==> config.mk <==
export PLATFORM = sky130hd
export DESIGN_NAME = lsb_stego_stream_decoder_flat
export DESIGN_NICKNAME = d
export VERILOG_FILES = /design/src/sv/lsbsd_pkg.sv /design/src/sv/lsbsd_pixel_if.sv /design/src/sv/lsbsd_field_if.sv /design/src/sv/lsb_stego_stream_decoder.sv /design/src/sv/lsbsd_frame.sv /design/src/sv/lsbsd_out_buf.sv /design/src/flat_wrapper.sv
export SDC_FILE = /design/constraint.sdc
export NUM_CORES = 1
export LEC_CHECK = 0
export BUFFER_PORTS_ARGS = -buffer_cell sky130_fd_sc_hd__buf_2
export CORE_MARGIN = 2
export CORE_UTILIZATION = 56
export DETAILED_ROUTE_END_ITERATION = 7
export GPL_ROUTABILITY_DRIVEN = 0
export GPL_TIMING_DRIVEN = 0
export HOLD_SLACK_MARGIN = 0.1
export PLACE_DENSITY = 0.77
export SYNTH_ARGS = -nofsm -noshare
export SYNTH_HDL_FRONTEND = slang
export SYNTH_SLANG_ARGS = --single-unit
==> constraint.sdc <==
create_clock -name clk -period 7.28 [get_ports clk]
set_clock_uncertainty 0.05 [all_clocks]
set_input_delay 0 -clock clk [delete_from_list [all_inputs] [get_ports clk]]
set_output_delay 0 -clock clk [all_outputs]
set_load 0.03 [all_outputs]
==> src/sv/lsbsd_pkg.sv <==
// Shared constants and types of the LSB stego stream decoder.
// Depends on nothing.
package lsbsd_pkg;

    localparam int PIXEL_W     = 8;
    localparam int VALUE_W     = 32;
    localparam int KIND_W      = 3;
    localparam int CFG_W       = 16;
    localparam int CFG_INDEX_W = 2;

    localparam logic [CFG_INDEX_W-1:0] CFG_HEADER_BYTES = 2'd0;
    localparam logic [CFG_INDEX_W-1:0] CFG_MAGIC_WORD   = 2'd1;

    localparam logic [CFG_W-1:0] HEADER_BYTES_RST = 16'd54;
    localparam logic [CFG_W-1:0] MAGIC_WORD_RST   = 16'd0;

    localparam logic [KIND_W-1:0] KIND_EXTLEN   = 3'd0;
    localparam logic [KIND_W-1:0] KIND_EXTCHAR  = 3'd1;
    localparam logic [KIND_W-1:0] KIND_PAYLEN   = 3'd2;
    localparam logic [KIND_W-1:0] KIND_PAYBYTE  = 3'd3;
    localparam logic [KIND_W-1:0] KIND_MISMATCH = 3'd4;

    typedef struct packed {
        logic               valid;
        logic [VALUE_W-1:0] value;
        logic [KIND_W-1:0]  kind;
        logic               last;
    } res_t;

endpackage

==> src/sv/lsbsd_pixel_if.sv <==
// Input channel of the decoder: one image byte per transfer.
// Depends on lsbsd_pkg.
interface lsbsd_pixel_if;
    logic                            valid;
    logic                            ready;
    logic [lsbsd_pkg::PIXEL_W-1:0]   pixel_byte;
    logic                            start_of_image;

    modport source (output valid, output pixel_byte, output start_of_image, input ready);
    modport sink   (input valid, input pixel_byte, input start_of_image, output ready);
endinterface

==> src/sv/lsbsd_field_if.sv <==
// Output channel of the decoder: one decoded field per transfer.
// Depends on lsbsd_pkg.
interface lsbsd_field_if;
    logic                            valid;
    logic                            ready;
    logic [lsbsd_pkg::VALUE_W-1:0]   value;
    logic [lsbsd_pkg::KIND_W-1:0]    kind;
    logic                            last;

    modport source (output valid, output value, output kind, output last, input ready);
    modport sink   (input valid, input value, input kind, input last, output ready);
endinterface

==> src/sv/lsb_stego_stream_decoder.sv <==
// LSB stego stream decoder: takes one image byte per cycle, sustained, and
// emits each decoded field via the input register, then the result buffer.
// The single-pass frame parser between the input register and the two-entry
// result buffer sets that rate; the byte channel stalls only while both buffer
// entries are held by a stalled sink.
// Configuration writes (header_bytes, magic_word) belong to idle periods; a new
// header_bytes value applies from the next start of image.
module lsb_stego_stream_decoder
(
    input  logic                                clk,
    input  logic                                rst_n,
    input  logic                                cfg_we,
    input  logic [lsbsd_pkg::CFG_INDEX_W-1:0]   cfg_index,
    input  logic [lsbsd_pkg::CFG_W-1:0]         cfg_data,
    lsbsd_pixel_if.sink                         pixels,
    lsbsd_field_if.source                       fields
);

    lsbsd_pkg::res_t res;
    logic            out_space;

    lsbsd_frame u_frame
    (
        .clk       (clk),
        .rst_n     (rst_n),
        .cfg_we    (cfg_we),
        .cfg_index (cfg_index),
        .cfg_data  (cfg_data),
        .pixels    (pixels),
        .out_space (out_space),
        .res       (res)
    );

    lsbsd_out_buf u_out_buf
    (
        .clk       (clk),
        .rst_n     (rst_n),
        .res       (res),
        .out_space (out_space),
        .fields    (fields)
    );

endmodule

==> src/sv/lsbsd_frame.sv <==
// Input register, configuration registers and frame parser of the decoder.
// Depends on lsbsd_pkg and lsbsd_pixel_if.
module lsbsd_frame
(
    input  logic                                clk,
    input  logic                                rst_n,
    input  logic                                cfg_we,
    input  logic [lsbsd_pkg::CFG_INDEX_W-1:0]   cfg_index,
    input  logic [lsbsd_pkg::CFG_W-1:0]         cfg_data,
    lsbsd_pixel_if.sink                         pixels,
    input  logic                                out_space,
    output lsbsd_pkg::res_t                     res
);

    localparam logic [2:0] PH_HEADER = 3'd0;
    localparam logic [2:0] PH_MAGIC  = 3'd1;
    localparam logic [2:0] PH_EXTLEN = 3'd2;
    localparam logic [2:0] PH_EXT    = 3'd3;
    localparam logic [2:0] PH_PAYLEN = 3'd4;
    localparam logic [2:0] PH_PAY    = 3'd5;
    localparam logic [2:0] PH_DONE   = 3'd6;

    localparam int VW = lsbsd_pkg::VALUE_W;

    logic [lsbsd_pkg::CFG_W-1:0] header_bytes_reg;
    logic [lsbsd_pkg::CFG_W-1:0] magic_word_reg;

    logic in_valid_reg, in_valid_next;
    logic in_bit_reg;
    logic in_sof_reg;

    logic [2:0]    phase_reg, phase_next;
    logic [15:0]   header_left_reg, header_left_next;
    logic [4:0]    bit_count_reg, bit_count_next;
    logic [VW-1:0] shift_reg, shift_next;
    logic [VW-1:0] items_left_reg, items_left_next;

    logic          accept;
    logic          fire;
    logic [2:0]    ph;
    logic [2:0]    ph_eff;
    logic [15:0]   hl;
    logic [4:0]    bc;
    logic [VW-1:0] sb;
    logic [VW-1:0] il;
    logic [VW-1:0] il_dec;
    logic [VW-1:0] sb_shift;
    logic [5:0]    bc_inc;
    logic [5:0]    width;
    logic          field_done;
    logic          len_pos;

    assign fire          = in_valid_reg & out_space;
    assign pixels.ready  = ~in_valid_reg | out_space;
    assign accept        = pixels.valid & pixels.ready;

    always_comb
    begin
        if (accept)
            in_valid_next = 1'b1;
        else if (fire)
            in_valid_next = 1'b0;
        else
            in_valid_next = in_valid_reg;
    end

    always_comb
    begin
        // start of image restarts the frame on this same byte
        ph = in_sof_reg ? PH_HEADER : phase_reg;
        hl = in_sof_reg ? header_bytes_reg : header_left_reg;
        bc = in_sof_reg ? 5'd0 : bit_count_reg;
        sb = in_sof_reg ? '0 : shift_reg;
        il = in_sof_reg ? '0 : items_left_reg;

        ph_eff     = (ph == PH_HEADER) ? PH_MAGIC : ph;
        sb_shift   = {sb[VW-2:0], in_bit_reg};
        bc_inc     = {1'b0, bc} + 6'd1;
        il_dec     = il - {{(VW-1){1'b0}}, 1'b1};
        len_pos    = (sb_shift != '0) & ~sb_shift[VW-1];

        case (ph_eff)
            PH_MAGIC:             width = 6'd16;
            PH_EXTLEN, PH_PAYLEN: width = 6'd32;
            default:              width = 6'd8;
        endcase
        field_done = (bc_inc >= width);

        phase_next       = phase_reg;
        header_left_next = header_left_reg;
        bit_count_next   = bit_count_reg;
        shift_next       = shift_reg;
        items_left_next  = items_left_reg;
        res              = '0;

        if (fire)
        begin
            phase_next       = ph;
            header_left_next = hl;
            bit_count_next   = bc;
            shift_next       = sb;
            items_left_next  = il;
            if (ph == PH_HEADER && hl != 16'd0)
            begin
                header_left_next = hl - 16'd1;
            end
            else if (ph_eff == PH_DONE || ph_eff == 3'd7)
            begin
                phase_next = PH_DONE;
            end
            else
            begin
                phase_next = ph_eff;
                if (!field_done)
                begin
                    shift_next     = sb_shift;
                    bit_count_next = bc_inc[4:0];
                end
                else
                begin
                    shift_next     = '0;
                    bit_count_next = 5'd0;
                    res.valid      = 1'b1;
                    case (ph_eff)
                        PH_MAGIC:
                        begin
                            res.value = {16'd0, sb_shift[15:0]};
                            res.kind  = lsbsd_pkg::KIND_MISMATCH;
                            res.last  = 1'b1;
                            if (sb_shift[15:0] != magic_word_reg)
                            begin
                                phase_next = PH_DONE;
                            end
                            else
                            begin
                                phase_next = PH_EXTLEN;
                                res.valid  = 1'b0;
                            end
                        end
                        PH_EXTLEN:
                        begin
                            res.value       = sb_shift;
                            res.kind        = lsbsd_pkg::KIND_EXTLEN;
                            items_left_next = len_pos ? sb_shift : '0;
                            phase_next      = len_pos ? PH_EXT : PH_PAYLEN;
                        end
                        PH_EXT:
                        begin
                            res.value       = {24'd0, sb_shift[7:0]};
                            res.kind        = lsbsd_pkg::KIND_EXTCHAR;
                            items_left_next = il_dec;
                            if (il_dec == '0)
                                phase_next = PH_PAYLEN;
                        end
                        PH_PAYLEN:
                        begin
                            res.value       = sb_shift;
                            res.kind        = lsbsd_pkg::KIND_PAYLEN;
                            res.last        = ~len_pos;
                            items_left_next = len_pos ? sb_shift : '0;
                            phase_next      = len_pos ? PH_PAY : PH_DONE;
                        end
                        default:
                        begin
                            res.value       = {24'd0, sb_shift[7:0]};
                            res.kind        = lsbsd_pkg::KIND_PAYBYTE;
                            res.last        = (il_dec == '0);
                            items_left_next = il_dec;
                            if (il_dec == '0)
                                phase_next = PH_DONE;
                        end
                    endcase
                end
            end
        end
    end

    always_ff @(posedge clk or negedge rst_n)
    begin
        if (!rst_n)
        begin
            header_bytes_reg <= lsbsd_pkg::HEADER_BYTES_RST;
            magic_word_reg   <= lsbsd_pkg::MAGIC_WORD_RST;
            in_valid_reg     <= 1'b0;
            phase_reg        <= PH_HEADER;
            header_left_reg  <= lsbsd_pkg::HEADER_BYTES_RST;
            bit_count_reg    <= 5'd0;
            shift_reg        <= '0;
            items_left_reg   <= '0;
        end
        else
        begin
            if (cfg_we && cfg_index == lsbsd_pkg::CFG_HEADER_BYTES)
                header_bytes_reg <= cfg_data;
            if (cfg_we && cfg_index == lsbsd_pkg::CFG_MAGIC_WORD)
                magic_word_reg <= cfg_data;
            in_valid_reg    <= in_valid_next;
            phase_reg       <= phase_next;
            header_left_reg <= header_left_next;
            bit_count_reg   <= bit_count_next;
            shift_reg       <= shift_next;
            items_left_reg  <= items_left_next;
        end
    end

    always_ff @(posedge clk)
    begin
        if (accept)
        begin
            in_bit_reg <= pixels.pixel_byte[0];
            in_sof_reg <= pixels.start_of_image;
        end
    end

endmodule

==> src/sv/lsbsd_out_buf.sv <==
// Two-entry result buffer that drives the field channel.
// Depends on lsbsd_pkg and lsbsd_field_if.
module lsbsd_out_buf
(
    input  logic              clk,
    input  logic              rst_n,
    input  lsbsd_pkg::res_t   res,
    output logic              out_space,
    lsbsd_field_if.source     fields
);

    logic [1:0]      count_reg, count_next;
    lsbsd_pkg::res_t head_reg, head_next;
    lsbsd_pkg::res_t skid_reg, skid_next;
    logic            push;
    logic            pop;

    assign push      = res.valid;
    assign pop       = fields.valid & fields.ready;
    assign out_space = (count_reg != 2'd2);

    assign fields.valid = (count_reg != 2'd0);
    assign fields.value = head_reg.value;
    assign fields.kind  = head_reg.kind;
    assign fields.last  = head_reg.last;

    always_comb
    begin
        count_next = count_reg;
        head_next  = head_reg;
        skid_next  = skid_reg;
        case ({push, pop})
            2'b11:
            begin
                if (count_reg == 2'd2)
                begin
                    head_next = skid_reg;
                    skid_next = res;
                end
                else
                begin
                    head_next = res;
                end
            end
            2'b01:
            begin
                head_next  = skid_reg;
                count_next = count_reg - 2'd1;
            end
            2'b10:
            begin
                if (count_reg == 2'd0)
                    head_next = res;
                else
                    skid_next = res;
                count_next = count_reg + 2'd1;
            end
            default:
            begin
                count_next = count_reg;
            end
        endcase
    end

    always_ff @(posedge clk or negedge rst_n)
    begin
        if (!rst_n)
            count_reg <= 2'd0;
        else
            count_reg <= count_next;
    end

    always_ff @(posedge clk)
    begin
        head_reg <= head_next;
        skid_reg <= skid_next;
    end

endmodule

==> src/flat_wrapper.sv <==
// flat-port wrapper written by rule: the top's interface ports become plain ports
module lsb_stego_stream_decoder_flat 
  (clk, rst_n, cfg_we, cfg_index, cfg_data, pixels_valid, pixels_pixel_byte, pixels_start_of_image, pixels_ready, fields_valid, fields_value, fields_kind, fields_last, fields_ready);
  lsbsd_pixel_if pixels_i ();
  lsbsd_field_if fields_i ();
  input  logic clk;
  input  logic rst_n;
  input  logic cfg_we;
  input  logic [lsbsd_pkg::CFG_INDEX_W-1:0] cfg_index;
  input  logic [lsbsd_pkg::CFG_W-1:0] cfg_data;
  input wire logic [$bits(pixels_i.valid)-1:0] pixels_valid;
  input wire logic [$bits(pixels_i.pixel_byte)-1:0] pixels_pixel_byte;
  input wire logic [$bits(pixels_i.start_of_image)-1:0] pixels_start_of_image;
  output wire logic [$bits(pixels_i.ready)-1:0] pixels_ready;
  output wire logic [$bits(fields_i.valid)-1:0] fields_valid;
  output wire logic [$bits(fields_i.value)-1:0] fields_value;
  output wire logic [$bits(fields_i.kind)-1:0] fields_kind;
  output wire logic [$bits(fields_i.last)-1:0] fields_last;
  input wire logic [$bits(fields_i.ready)-1:0] fields_ready;
  assign pixels_i.valid = pixels_valid;
  assign pixels_i.pixel_byte = pixels_pixel_byte;
  assign pixels_i.start_of_image = pixels_start_of_image;
  assign pixels_ready = pixels_i.ready;
  assign fields_valid = fields_i.valid;
  assign fields_value = fields_i.value;
  assign fields_kind = fields_i.kind;
  assign fields_last = fields_i.last;
  assign fields_i.ready = fields_ready;
  lsb_stego_stream_decoder u_core (.clk(clk), .rst_n(rst_n), .cfg_we(cfg_we), .cfg_index(cfg_index), .cfg_data(cfg_data), .pixels(pixels_i), .fields(fields_i));
endmodule
# Word level (Yosys, flattened, before mapping)
# Cells that the tools add are included.
[totals]
out_inout_bits = 38
elab_cells = 111
register_bits = 197
[classes]
n_addsub = 5
bitwise = 8
reduce_logical = 19
order_cmp = 1
eq_ne = 16
muxes = 45
[ops]
columns = ["cell", "count"]
rows = [
  ["32-bit 2-to-1 mux", 9],
  ["37-bit 2-to-1 mux", 6],
  ["35-bit case mux with 4 select lines", 1],
  ["36-bit case mux with 3 select lines", 1],
  ["37-bit case mux with 2 select lines", 1],
  ["36-bit 2-to-1 mux", 2],
  ["32-bit case mux with 2 select lines", 1],
  ["32-bit logical NOT", 1],
  ["16-bit 2-to-1 mux", 2],
  ["32-bit nonzero test", 1],
  ["32-bit by 1-bit subtractor with 32-bit output (second input constant)", 1],
  ["3-bit 2-to-1 mux", 9],
  ["5-bit 2-to-1 mux", 4],
  ["16-bit != test", 1],
  ["16-bit nonzero test", 1],
  ["16-bit by 1-bit subtractor with 16-bit output (second input constant)", 1],
  ["3-bit case mux with 4 select lines", 1],
  ["6-bit case mux with 2 select lines", 1],
  ["3-bit == test (second input constant)", 3],
  ["2-bit != test (second input constant)", 4],
  ["2-bit nonzero test", 4],
  ["5-bit by 1-bit adder with 6-bit output (second input constant)", 1],
  ["2-bit == test (second input constant)", 3],
  ["3-bit by 2-bit == test with 1-bit output (second input constant)", 2],
  ["other kinds (20)", 33],
]

# Longest topological paths before layout
[logic_depth]
depth_word = 14
depth_mapped = 24

# Cells and area by module
# From an unflattened synthesis, not the netlist that was laid out.
[unflattened]
cells_unflattened = 1100
hier_area_um2 = 10975.5
[by_module_without_submodules]
columns = ["mod", "area_per_inst_um2", "n_inst", "cells_each", "seq_area_each_um2"]
rows = [
  ["lsbsd_frame", 8234.1, 1, 962, 3072.9],
  ["lsbsd_out_buf", 2741.4, 1, 138, 2212.1],
]

# Least setup slack after synthesis
# Ideal clock, no wire load.
[synth_path]
kind = "register -> register"
startpoint = "register u_core.u_frame.in_sof_reg"
endpoint = "register u_core.u_out_buf.head_reg (netlist bit u_core.u_out_buf.fields.kind[0]), enable pin"
stages_incl_launch_ff = 19
setup_ns = 0.479
t_arrival_ns = 6.391
n_path_buf = 7
slack_ns = 0.360
required_time_ns = 6.751
synth_period_minus_slack_ns = 6.920
path_cell_list = "edfxtp_1 > buf_2 > buf_4 > clkbuf_1 > buf_1 > buf_1 > clkbuf_1 > clkbuf_1 > nor2b_1 > ha_1 > nand3_1 > xor2_1 > nor2_1 > ha_1 > nand2_1 > o21a_1 > nor3_4 > nand2_1 > o21ai_0"
[synth_via]
elab_chain_len = 14
word_cells_on_any_way = 31
cone_classes = "add/sub: 1; order compare: 1; eq/ne: 10; mux: 12; reduce/logical: 7"
[synth_rtl]
columns = ["element", "line", "source"]
rows = [
  ["from (decl)", "lsbsd_frame.sv:30", "logic in_sof_reg;"],
  ["from (signal assigned)", "lsbsd_frame.sv:211", "in_sof_reg <= pixels.start_of_image;"],
  ["3-bit 2-to-1 mux", "lsbsd_frame.sv:70", "ph = in_sof_reg ? PH_HEADER : phase_reg;"],
  ["3-bit logical NOT", "lsbsd_frame.sv:76, lsbsd_frame.sv:103", ""],
  ["3-bit 2-to-1 mux", "lsbsd_frame.sv:76", "ph_eff = (ph == PH_HEADER) ? PH_MAGIC : ph;"],
  ["3-bit == test or 3-bit by 2-bit == test with 1-bit output (tied branches)", "lsbsd_frame.sv:82", "case (ph_eff)"],
  ["2-bit OR reduction (no source line)", "n/a", ""],
  ["6-bit case mux with 2 select lines", "lsbsd_frame.sv:82", ""],
  ["6-bit greater-or-equal comparator", "lsbsd_frame.sv:87", "field_done = (bc_inc >= width);"],
  ["37-bit 2-to-1 mux", "lsbsd_frame.sv:114", "if (!field_done)"],
  ["37-bit 2-to-1 mux", "lsbsd_frame.sv:107", "else if (ph_eff == PH_DONE || ph_eff == 3'd7)"],
  ["37-bit 2-to-1 mux (*)", "lsbsd_frame.sv:103", "if (ph == PH_HEADER && hl != 16'd0)"],
  ["37-bit 2-to-1 mux (*)", "lsbsd_frame.sv:96", "if (fire)"],
  ["2-bit == test or 2-bit by 1-bit == test with 1-bit output (tied branches)", "lsbsd_out_buf.sv:32", "case ({push, pop})"],
  ["2-bit != test (no source line) or 3-bit nonzero test (tied branches)", "n/a", ""],
  ["2-bit AND reduction (no source line) (*)", "n/a", ""],
  ["to (signal assigned)", "lsbsd_out_buf.sv:75", "head_reg <= head_next;"],
  ["to (decl)", "lsbsd_out_buf.sv:13", "lsbsd_pkg::res_t head_reg, head_next;"],
]
# Every way passes the cells marked *; elsewhere a longest branch is shown, timed or not.
# A chain may end at the register's enable or synchronous reset.

# Final worst setup path
[layout_path]
startpoint = "register u_core.u_frame.in_sof_reg"
endpoint = "register u_core.u_out_buf.skid_reg[24] in the netlist's numbering, enable pin"
[layout_via]
elab_chain_len = 14
word_cells_on_any_way = 31
cone_classes = "add/sub: 1; order compare: 1; eq/ne: 10; mux: 12; reduce/logical: 7"
[layout_rtl]
columns = ["element", "line", "source"]
rows = [
  ["3-bit 2-to-1 mux", "lsbsd_frame.sv:70", ""],
  ["3-bit logical NOT", "lsbsd_frame.sv:76, lsbsd_frame.sv:103", ""],
  ["3-bit 2-to-1 mux", "lsbsd_frame.sv:76", ""],
  ["3-bit == test or 3-bit by 2-bit == test with 1-bit output (tied branches)", "lsbsd_frame.sv:82", ""],
  ["2-bit OR reduction (no source line)", "n/a", ""],
  ["6-bit case mux with 2 select lines", "lsbsd_frame.sv:82", ""],
  ["6-bit greater-or-equal comparator", "lsbsd_frame.sv:87", ""],
  ["37-bit 2-to-1 mux", "lsbsd_frame.sv:114", ""],
  ["37-bit 2-to-1 mux", "lsbsd_frame.sv:107", ""],
  ["37-bit 2-to-1 mux (*)", "lsbsd_frame.sv:103", ""],
  ["37-bit 2-to-1 mux (*)", "lsbsd_frame.sv:96", ""],
  ["2-bit == test", "lsbsd_out_buf.sv:32", ""],
  ["2-bit != test (no source line) or 2-bit nonzero test (tied branches)", "n/a", ""],
  ["3-bit AND reduction (no source line) (*)", "n/a", ""],
  ["to (signal assigned)", "lsbsd_out_buf.sv:76", "skid_reg <= skid_next;"],
  ["to (decl)", "lsbsd_out_buf.sv:14", "lsbsd_pkg::res_t skid_reg, skid_next;"],
]
# Marks and branches as above.

==> flow_metrics.env <==
export IMPL_grt_pass1_vias=9961
export IMPL_synth_edf_count=74
export IMPL_yosys_area_top_type="dfrtp_1"
export IMPL_period_needed_ps=6800
export IMPL_port_buffers=62
export IMPL_ys_seq_area_share_pct=46.7
export IMPL_routed_wl_um=33800
export IMPL_cp_start_kind="register"
export IMPL_synth_seq_cells=196
export IMPL_syn_avg_cell_area_um2=9.58
export IMPL_grt_start_max_net_pins=89
export IMPL_coreArea_um2=20000
export IMPL_drt_wirelength_per_cell_um=21.5
export IMPL_cts_inserted_buffers=17
export IMPL_r2r_start="u_core.u_frame.in_sof_reg"
export IMPL_final_util_pct=64.3
export IMPL_hold_viol=0
export IMPL_grt_pass1_wl_um=53600
export IMPL_ir_drop_mv=0.185
export IMPL_firstDrtPassIters=6
export IMPL_clock_tree_root_cell="clkbuf_16"
export IMPL_drive_gt1_share_pct=14.3
export IMPL_rows=52
export IMPL_cts_sinks=196
export IMPL_critPathMaxFanout=36
export IMPL_area_delta_synth_final_pct=13.8
export IMPL_slowest_delay_ps=550
export IMPL_start_util_pct=56.5
export IMPL_cap_violations=0
export IMPL_drc_errors=0
export IMPL_end_kind="register"
export IMPL_startpoint="u_core.u_frame.in_sof_reg"
export IMPL_grtUsageTotal_pct=31.8
export IMPL_rrSetupSlack_ps=480
export IMPL_synth_common_cells="nand2_1, dfrtp_1, clkbuf_1"
export IMPL_synthArstFlopShare_pct=62.2
export IMPL_cts_buffer_depth=2
export IMPL_path_class="reg -> reg"
export IMPL_max_slew_margin_pct=30.3
export IMPL_critPathCapture="u_core.u_out_buf.skid_reg[24]"
export IMPL_vias_per_cell=6.69
export IMPL_htreeDepth=4
export IMPL_die_w_um=146
export IMPL_ys_flop_type="dfrtp_1"
export IMPL_pre_cts_ws_ps=-1140
export IMPL_synth_top_area_share_pct=25.2
export IMPL_grt_setup_unrepaired="no"
export IMPL_hold_class="in -> reg"
export IMPL_dp_cells=1516
export IMPL_path_buf_inv=9
export IMPL_cp_arrival_ps=6850
export IMPL_tightestPinTransition_ps=1040
export IMPL_setup_ws_ps=478
export IMPL_die_h_um=146
export IMPL_detailed_place_hpwl_um=23700
export IMPL_ys_types=85
export IMPL_grt_antenna_before_repair=0
export IMPL_io_pins=70
export IMPL_r2r_cells=21
export IMPL_antenna_left=0
export IMPL_drtIter0Drc=1353
export IMPL_required_ps=7320
export IMPL_nNetsFinal=1333
export IMPL_power_leakage_nw=5.07
export IMPL_cp_depth=21
export IMPL_status="complete, no violations"
export IMPL_grt_overflow_total=0
export IMPL_slew_violations=0
export IMPL_insertion_delay_ps=450
export IMPL_num_fill_cells=1622
export IMPL_fmax_mhz=147
export IMPL_placed_area_um2=12000
export IMPL_ys_warn_count=0
export IMPL_slowest_stage="o211a_4"
export IMPL_synth_nets=1225
export IMPL_crit_chain="buf_2 > buf_4 > clkbuf_1 > buf_2 > clkbuf_4 > clkbuf_2 > nor2b_1 > ha_1 > nand3_1 > xor2_1 > nor2_1 > ha_1 > nand2_1 > o21a_1 > nor3_4 > nand2_1 > inv_1 > ha_1 > clkbuf_1 > clkbuf_1 > o211a_4"
export IMPL_synth_area_leaders="dfrtp_1, edfxtp_1, a22oi_1"
export IMPL_synthesis_area_um2=11300
export IMPL_fin_crit_sh_pct=93.4
export IMPL_final_area_um2=12900
export IMPL_cts_tree="yes"
export IMPL_clkTransAtPathRegs_ps=80
export IMPL_die_area_um2=21400
export IMPL_num_vias=10500
export IMPL_power_density_nw_per_um2=273
export IMPL_r2r_end="u_core.u_out_buf.skid_reg[24]"
export IMPL_synth_most_common_cell="nand2_1"
export IMPL_stdcell_count=1573
export IMPL_syn_inst=1182
export IMPL_critical_path_top_delay_family="buffers and inverters"
export IMPL_setup_viol=0
export IMPL_antenna_cells=0
export IMPL_largest_register_ffs=36
==> routing by layer <==
layer  GRT usage, %  vias to the layer above  part of all wire [%]
met5              0                        -                     0
met4           17.1                        0                   5.5
met3           8.13                      172                    11
met2           49.9                      709                    44
met1           40.7                     4970                    39
li1               -                     4670                     -
==> worst min-delay path by stage <==
stage,depth (start not counted),start,slack (ps),end
6_report,3,cfg_we,110,u_core.u_frame.magic_word_reg[0]
3_5_place_dp,1,rst_n,-140,u_core.u_frame.shift_reg[29]
4_1_cts,3,cfg_we,130,u_core.u_frame.magic_word_reg[0]
3_3_place_gp,1,pixels_start_of_image,130,u_core.u_frame.in_sof_reg
2_1_floorplan,0,rst_n,-350,u_core.u_frame.bit_count_reg[0]
5_1_grt,3,cfg_we,150,u_core.u_frame.header_bytes_reg[1]
==> worst min-delay path, cell delays in order <==
cell,delay [ps]
buf_2,100
nand3b_1,270
mux2_2,210
==> timing repair <==
action | CTS | global route
endpoints found under the hold margin | 152 | 0
endpoints found under the setup margin | 72 | 70
resized for setup | 5 | 1
buffers inserted | 0 | 0
hold buffers | 26 | 0
==> area by class of cell <==
cell class | instances | area, um^2 | area share (%)
repair buffers | 90 | 634 | 4.93
plain buffers | 99 | 402 | 3.12
flip-flops and latches | 196 | 5290 | 41.0
inverters | 20 | 75.1 | 0.583
multi-input cells | 866 | 5580 | 43.3
well taps | 270 | 338 | 2.62
clock inverters | 14 | 138 | 1.07
clock buffers | 18 | 429 | 3.33
==> cells in the final DEF (no fill, tap or decap), types with 6 or more instances in the layout <==
cell type	Yosys	final
a21oi_1	46	46
mux2_2	33	33
a22o_1	37	37
a21o_1	8	8
nor2b_1	16	16
ha_1	11	11
dlygate4sd3_1	0	25
clkbuf_16	0	17
or3_1	9	9
or2_2	12	12
o21ai_1	36	36
xor2_1	16	16
mux2i_1	9	9
buf_2	10	72
nor3_1	39	39
nand2b_1	11	11
a31oi_1	10	10
o22ai_1	8	8
o311ai_0	6	6
inv_1	18	18
o21ai_0	77	76
a22oi_1	66	66
o211ai_1	8	8
clkbuf_1	80	79
dfrtp_1	114	114
nor2_1	64	64
nand4_1	13	13
o41ai_1	6	6
nor3b_1	6	6
nand2_1	120	120
nor4_1	32	32
edfxtp_1	74	74
o21a_1	11	11
xnor2_1	12	12
dfstp_2	8	8
a211oi_1	8	8
and2_1	28	28
and3_1	7	7
nand3_1	14	14
==> metrics by stage <==
step | hold WS [ps] | power, mW | setup TNS (ps)
global placement | 127 | 2.52 | -125470
finish | 106 | 3.52 | 0
detailed placement | -139 | 2.56 | -55660
global route | 153 | 3.66 | 0
floorplan | -346 | 2.21 | 0
CTS | 128 | 3.48 | 0
==> report_power, final <==
| group | internal, mW | switching [mW] |
|---|---|---|
| Clock | 0.455 | 0.468 |
| Sequential | 1.31 | 0.131 |
| Combinational | 0.381 | 0.768 |
==> kinds of logic (layout without fill, tap and decap cells) <==
kind of cell	after synthesis	in the layout	synth area share (%)
compound gates	381	381	22.9
xor+xnor	28	28	2.17
fa+ha+maj	11	11	1.22
buf+inv	120	241	4.19
flops	196	196	46.7
mux	42	42	4.08
simple gates	404	404	18.7
Power figures use the tool's default switching activity.
